$ cat config.mk
export PLATFORM = sky130hd
export DESIGN_NAME = oaht_ctrl
export DESIGN_NICKNAME = d
export VERILOG_FILES = /design/src/hw/rtl/oaht_pkg.sv /design/src/hw/rtl/oaht_ctrl.sv
export SDC_FILE = /design/constraint.sdc
export NUM_CORES = 1
export LEC_CHECK = 0
export ABC_CLOCK_PERIOD_IN_PS = 4460
export BUFFER_PORTS_ARGS = -buffer_cell sky130_fd_sc_hd__buf_4
export CORE_UTILIZATION = 35
export CTS_CLUSTER_DIAMETER = 120
export DETAILED_ROUTE_END_ITERATION = 8
export PLACE_DENSITY = 0.66
export REMOVE_ABC_BUFFERS = 1
export SLEW_MARGIN = 20
export SYNTH_ARGS = -nofsm -noshare
export SYNTH_HDL_FRONTEND = slang
export SYNTH_SLANG_ARGS = --single-unit
$ cat constraint.sdc
create_clock -name clk -period 4.46 [get_ports clk]
set_input_delay 0.892 -clock clk [delete_from_list [all_inputs] [get_ports clk]]
set_output_delay 0.892 -clock clk [all_outputs]
set_load 0.005 [all_outputs]
$ cat src/hw/rtl/oaht_pkg.sv
// Shared types and constants for the open addressing hash table.
package oaht_pkg;

	typedef enum logic [1:0] {
		CMD_LOOKUP = 2'd0,
		CMD_INSERT = 2'd1,
		CMD_REMOVE = 2'd2,
		CMD_CLEAR  = 2'd3
	} cmd_t;

	typedef enum logic [1:0] {
		ST_OK       = 2'd0,
		ST_NOTFOUND = 2'd1,
		ST_FULL     = 2'd2
	} status_t;

	localparam logic [1:0] TAG_EMPTY = 2'd0;
	localparam logic [1:0] TAG_LIVE  = 2'd1;
	localparam logic [1:0] TAG_TOMB  = 2'd2;

	localparam int SIZE_BITS = 10;
	localparam int COUNT_BITS = 10;
	localparam logic [COUNT_BITS-1:0] COUNT_MAX = '1;
	localparam logic [SIZE_BITS-1:0] SIZE_RESET = 10'd17;

	// Controller to datapath commands.
	typedef struct packed {
		logic load;       // capture item, start division
		logic div_step;   // one quotient bit
		logic mod_step;   // one remainder bit of quotient mod n
		logic rd;         // issue slot read at current index
		logic advance;    // move probe index
		logic wr_ins;     // write key/value/live at chosen slot
		logic wr_upd;     // write value at current slot
		logic wr_tomb;    // tombstone current slot
		logic mark_pos;   // remember tombstone position
		logic clr_step;   // clear one slot tag
		logic clr_cnt;    // zero the counts
		logic inc_cnt;
		logic dec_cnt;
		logic take_val;   // latch read value for lookup
	} dp_cmd_t;

	// Datapath to controller status.
	typedef struct packed {
		logic div_done;
		logic mod_done;
		logic tag_empty;
		logic hit;
		logic free_slot;  // non-live
		logic have_pos;
		logic probe_last;
		logic clr_last;
	} dp_stat_t;

endpackage

$ cat src/hw/rtl/oaht_ctrl.sv
// Controller state machine sequencing division, probing, writes and clearing.
module oaht_ctrl
	import oaht_pkg::*;
(
	input  logic     clk,
	input  logic     arst_n,
	input  logic     in_valid,
	output logic     in_ready,
	input  cmd_t     command,
	output logic     out_valid,
	input  logic     out_ready,
	output status_t  status,
	output dp_cmd_t  cmd,
	input  dp_stat_t stat
);

	typedef enum logic [3:0] {
		S_RESET_CLR, S_IDLE, S_DIV, S_MOD, S_READ, S_CHECK, S_CLEAR, S_DONE
	} state_t;

	state_t  state_q;
	cmd_t    op_q;
	status_t status_q;
	logic    out_valid_q;

	assign in_ready = (state_q == S_IDLE) && !out_valid_q;
	assign out_valid = out_valid_q;
	assign status = status_q;

	always_comb begin
		cmd = '0;
		unique case (state_q)
			S_RESET_CLR: cmd.clr_step = 1'b1;
			S_IDLE: cmd.load = in_valid && in_ready;
			S_DIV: cmd.div_step = 1'b1;
			S_MOD: begin
				cmd.mod_step = 1'b1;
			end
			S_READ: cmd.rd = 1'b1;
			S_CHECK: begin
				if (op_q == CMD_INSERT) begin
					if (stat.tag_empty) begin
						cmd.wr_ins = 1'b1;
						cmd.inc_cnt = 1'b1;
					end else if (stat.hit) begin
						cmd.wr_upd = 1'b1;
					end else begin
						cmd.mark_pos = stat.free_slot && !stat.have_pos;
						cmd.advance = !stat.probe_last;
					end
				end else if (!stat.tag_empty) begin
					if (stat.hit) begin
						cmd.take_val = (op_q == CMD_LOOKUP);
						cmd.wr_tomb = (op_q == CMD_REMOVE);
						cmd.dec_cnt = (op_q == CMD_REMOVE);
					end else begin
						cmd.advance = !stat.probe_last;
					end
				end
			end
			S_CLEAR: begin
				cmd.clr_step = 1'b1;
				cmd.clr_cnt = stat.clr_last;
			end
			S_DONE: ;
			default: ;
		endcase
	end

	always_ff @(posedge clk or negedge arst_n) begin
		if (!arst_n) begin
			state_q <= S_RESET_CLR;
			op_q <= CMD_LOOKUP;
			status_q <= ST_OK;
			out_valid_q <= 1'b0;
		end else begin
			if (out_valid_q && out_ready)
				out_valid_q <= 1'b0;
			unique case (state_q)
				S_RESET_CLR: if (stat.clr_last) state_q <= S_IDLE;
				S_IDLE: begin
					if (in_valid && in_ready) begin
						op_q <= command;
						state_q <= (command == CMD_CLEAR) ? S_CLEAR : S_DIV;
					end
				end
				S_DIV: if (stat.div_done) state_q <= S_MOD;
				S_MOD: if (stat.mod_done) state_q <= S_READ;
				S_READ: state_q <= S_CHECK;
				S_CHECK: begin
					if (op_q == CMD_INSERT) begin
						if (stat.tag_empty || stat.hit) begin
							status_q <= ST_OK;
							state_q <= S_DONE;
						end else if (stat.probe_last) begin
							status_q <= ST_FULL;
							state_q <= S_DONE;
						end else begin
							state_q <= S_READ;
						end
					end else if (stat.tag_empty) begin
						status_q <= ST_NOTFOUND;
						state_q <= S_DONE;
					end else if (stat.hit) begin
						status_q <= ST_OK;
						state_q <= S_DONE;
					end else if (stat.probe_last) begin
						status_q <= ST_NOTFOUND;
						state_q <= S_DONE;
					end else begin
						state_q <= S_READ;
					end
				end
				S_CLEAR: begin
					if (stat.clr_last) begin
						status_q <= ST_OK;
						state_q <= S_DONE;
					end
				end
				S_DONE: begin
					out_valid_q <= 1'b1;
					state_q <= S_IDLE;
				end
				default: state_q <= S_IDLE;
			endcase
		end
	end

`ifndef ASSERT_OFF
	a_no_accept_busy: assert property (@(posedge clk) disable iff (!arst_n)
		(state_q != S_IDLE) |-> !in_ready)
		else $error("ready outside idle");
	a_done_valid: assert property (@(posedge clk) disable iff (!arst_n)
		(state_q == S_DONE) |=> out_valid_q)
		else $error("result not presented");
	a_full_insert: assert property (@(posedge clk) disable iff (!arst_n)
		(out_valid_q && status_q == ST_FULL) |-> (op_q == CMD_INSERT))
		else $error("full status on non-insert");
`endif

endmodule
==> impl_metrics.json <==
{
  "synth_area_per_cell_um2": 9.65,
  "postCtsSetupRepairBufs": 0,
  "boundaryPins": 32,
  "post_cts_resized": 0,
  "die-area_mm2": 0.00179,
  "wl_met3_um": 80,
  "syn-instance-count": 59,
  "synth_area_leaders": "dfrtp_1, mux2_2, nor4b_4, nor3b_1, a21oi_1",
  "grt-ovfl-total": 0,
  "cp_max_fo": 15,
  "antenna_found_initial": 0,
  "drv_cap": 0,
  "synth_ff_type": "dfrtp_1",
  "async_flop_share_pct": 100,
  "num_vias": 559,
  "status": "finished clean",
  "tns_ns": 0,
  "fillers": 148,
  "finalHoldViolCount": 0,
  "design_area_um2": 820,
  "p_leak_uw": 0.000401,
  "power_density_mw_per_mm2": 558,
  "fin_crit_sh_pct": 61.4,
  "postRouteAntennaNets": 0,
  "placed_cell_area_um2": 797,
  "cts_tree": "built",
  "root_buffer": "clkbuf_4",
  "ir_drop_mv": 0.242,
  "worst_ep_required_time_ns": 3.57,
  "dp.final_hpwl_um": 1080,
  "crit_arrival_ns": 1.85,
  "rows": 14,
  "post-route-drc-count": 0,
  "clock_latency_ns": 0.26,
  "preCtsSetupSlack_ns": 1.95,
  "synth_edf_count": 0,
  "routed-wl-met2_um": 641,
  "setup_viol": 0,
  "ys_types": 30,
  "nNetsFinal": 105,
  "start_kind": "flop",
  "dr.pass1.iters": 2,
  "die_w_um": 42.3,
  "netlist_area_um2": 569,
  "fmax_mhz": 365,
  "drt_wl_total_um": 1360,
  "worst_pin_slew_ns": 0.501,
  "critical_path_class": "reg -> out",
  "area_growth_pct": 44.0,
  "initial_utilization_pct": 37.8,
  "h-tree-depth": 1,
  "rsz0062_at_grt": "false",
  "hold_class": "in -> async",
  "ys_seq_area_share_pct": 35.2,
  "slew_headroom_pct": 66.6,
  "hold-worst-slack_ns": 0.444,
  "wirelength_met1_um": 610,
  "path_clk_slew_ns": 0.06,
  "top_layer": "met4",
  "routedWlPerCell_um": 13.0,
  "num_antenna_cells": 0,
  "cts.path.max_buffers": 2,
  "post-synth-top-area-cell": "dfrtp_1",
  "synth_top_area_share_pct": 35.2,
  "die_h_um": 42.3,
  "r2r_slack_ns": 2.81,
  "grt_max_degree": 18,
  "core-area_mm2": 0.00151,
  "ys_ff_latch": 8,
  "grt_usage_pct": 18.4,
  "layout-drive-gt1-share_pct": 48.3,
  "setup_ws_ns": 1.72,
  "finalMaxSlewViolations": 0,
  "grt_pass1_wl_um": 2430,
  "cts_buffers": 3,
  "portBuffers": 31,
  "ys_warn_count": 0,
  "cts_hold_buf": 0,
  "cts_sinks": 8,
  "grt_pass1_vias": 532,
  "finClkSkew_ns": 0.00874,
  "p_total_uw": 458,
  "worstSetupEndpointType": "output pin",
  "vias_per_cell": 5.32,
  "first_iter_violations": 21,
  "post-route-min-period_ns": 2.74,
  "gp_congestion": 0.811
}
-- per-layer routing --
layer	track usage, %	vias up
met4	11.3	0
met2	28.0	19
met5	0	-
met3	4.74	4
met1	23.2	256
li1	-	280
-- placed cells by master, fill, tap and decap left out, types with 2 or more instances in the layout --
cell and instances:
a21oi_1 4, nor3b_1 3, clkbuf_4 3, o22ai_1 2
inv_1 5, nand2_1 4, and4b_1 2, nor4_1 2
mux2_2 3, a22o_1 2, buf_4 31, dfrtp_1 8
nor2_1 3
-- critical path, cell delays in order, from the launching register on --
cell and delay, ns:
dfrtp_1 0.63, nand3b_1 0.28, nor3b_2 0.33, and4b_1 0.23
buf_4 0.11
-- synth_stat cells, types with 2 or more instances --
master   count
nor3b_1      3
mux2_2       3
inv_1        5
buf_4        2
dfrtp_1      8
a21oi_1      4
buf_2        2
nor4_1       2
and4b_1      2
o22ai_1      2
a22o_1       2
nor2_1       3
nand2_1      4
-- worst paths after layout --
path,endpoint,cells past startpoint,start
worst min-delay path,out_valid$_DFFE_PN0P_,1,arst_n
max in group asynchronous,state_q[0]$_DFFE_PN0P_,1,arst_n
worst max-delay path,cmd[5],4,state_q[2]$_DFFE_PN0P_
worst max register to register,state_q[1]$_DFFE_PN0P_,3,state_q[1]$_DFFE_PN0P_
min in group clk,status[1]$_DFFE_PN0P_,1,status[1]$_DFFE_PN0P_
worst min register to register,status[1]$_DFFE_PN0P_,1,status[1]$_DFFE_PN0P_
-- registers in the layout, indices dropped and copies added, names as in the netlist --
name	flops
op_q	2
out_valid	1
status	2
state_q	3
-- logic make-up after synthesis --
family,count (synthesis),synth area share [%]
simple gates,23,29.2
compound gates,15,20.0
buf+inv,9,7.69
flops,8,35.2
mux,4,7.91
-- final cells by class --
| class | count | area [um^2] | area share, % |
|---|---|---|---|
| Sequential cell | 8 | 200 | 24.4 |
| Timing Repair Buffer | 31 | 233 | 28.4 |
| Clock buffer | 3 | 22.5 | 2.75 |
| Tap cell | 16 | 20.0 | 2.44 |
| Multi-Input combinational cell | 42 | 325 | 39.7 |
| Inverter | 5 | 18.8 | 2.29 |
-- stage by stage --
step | utilization, % | instances
5_1_grt | 54.4 | 105
4_1_cts | 54.4 | 105
6_report | 54.4 | 105
3_3_place_gp | 52.9 | 102
3_5_place_dp | 52.9 | 102
2_1_floorplan | - | 55
-- where the power goes --
part / leakage [uW] / switching, uW / internal, uW / total, uW
Combinational: 0.000289 / 88.3 / 139 / 227
Clock: 0.0000138 / 25.0 / 30.8 / 55.9
Sequential: 0.0000982 / 68.8 / 106 / 175
Total: 0.000401 / 182 / 275 / 458
Power figures use the tool's default switching activity.
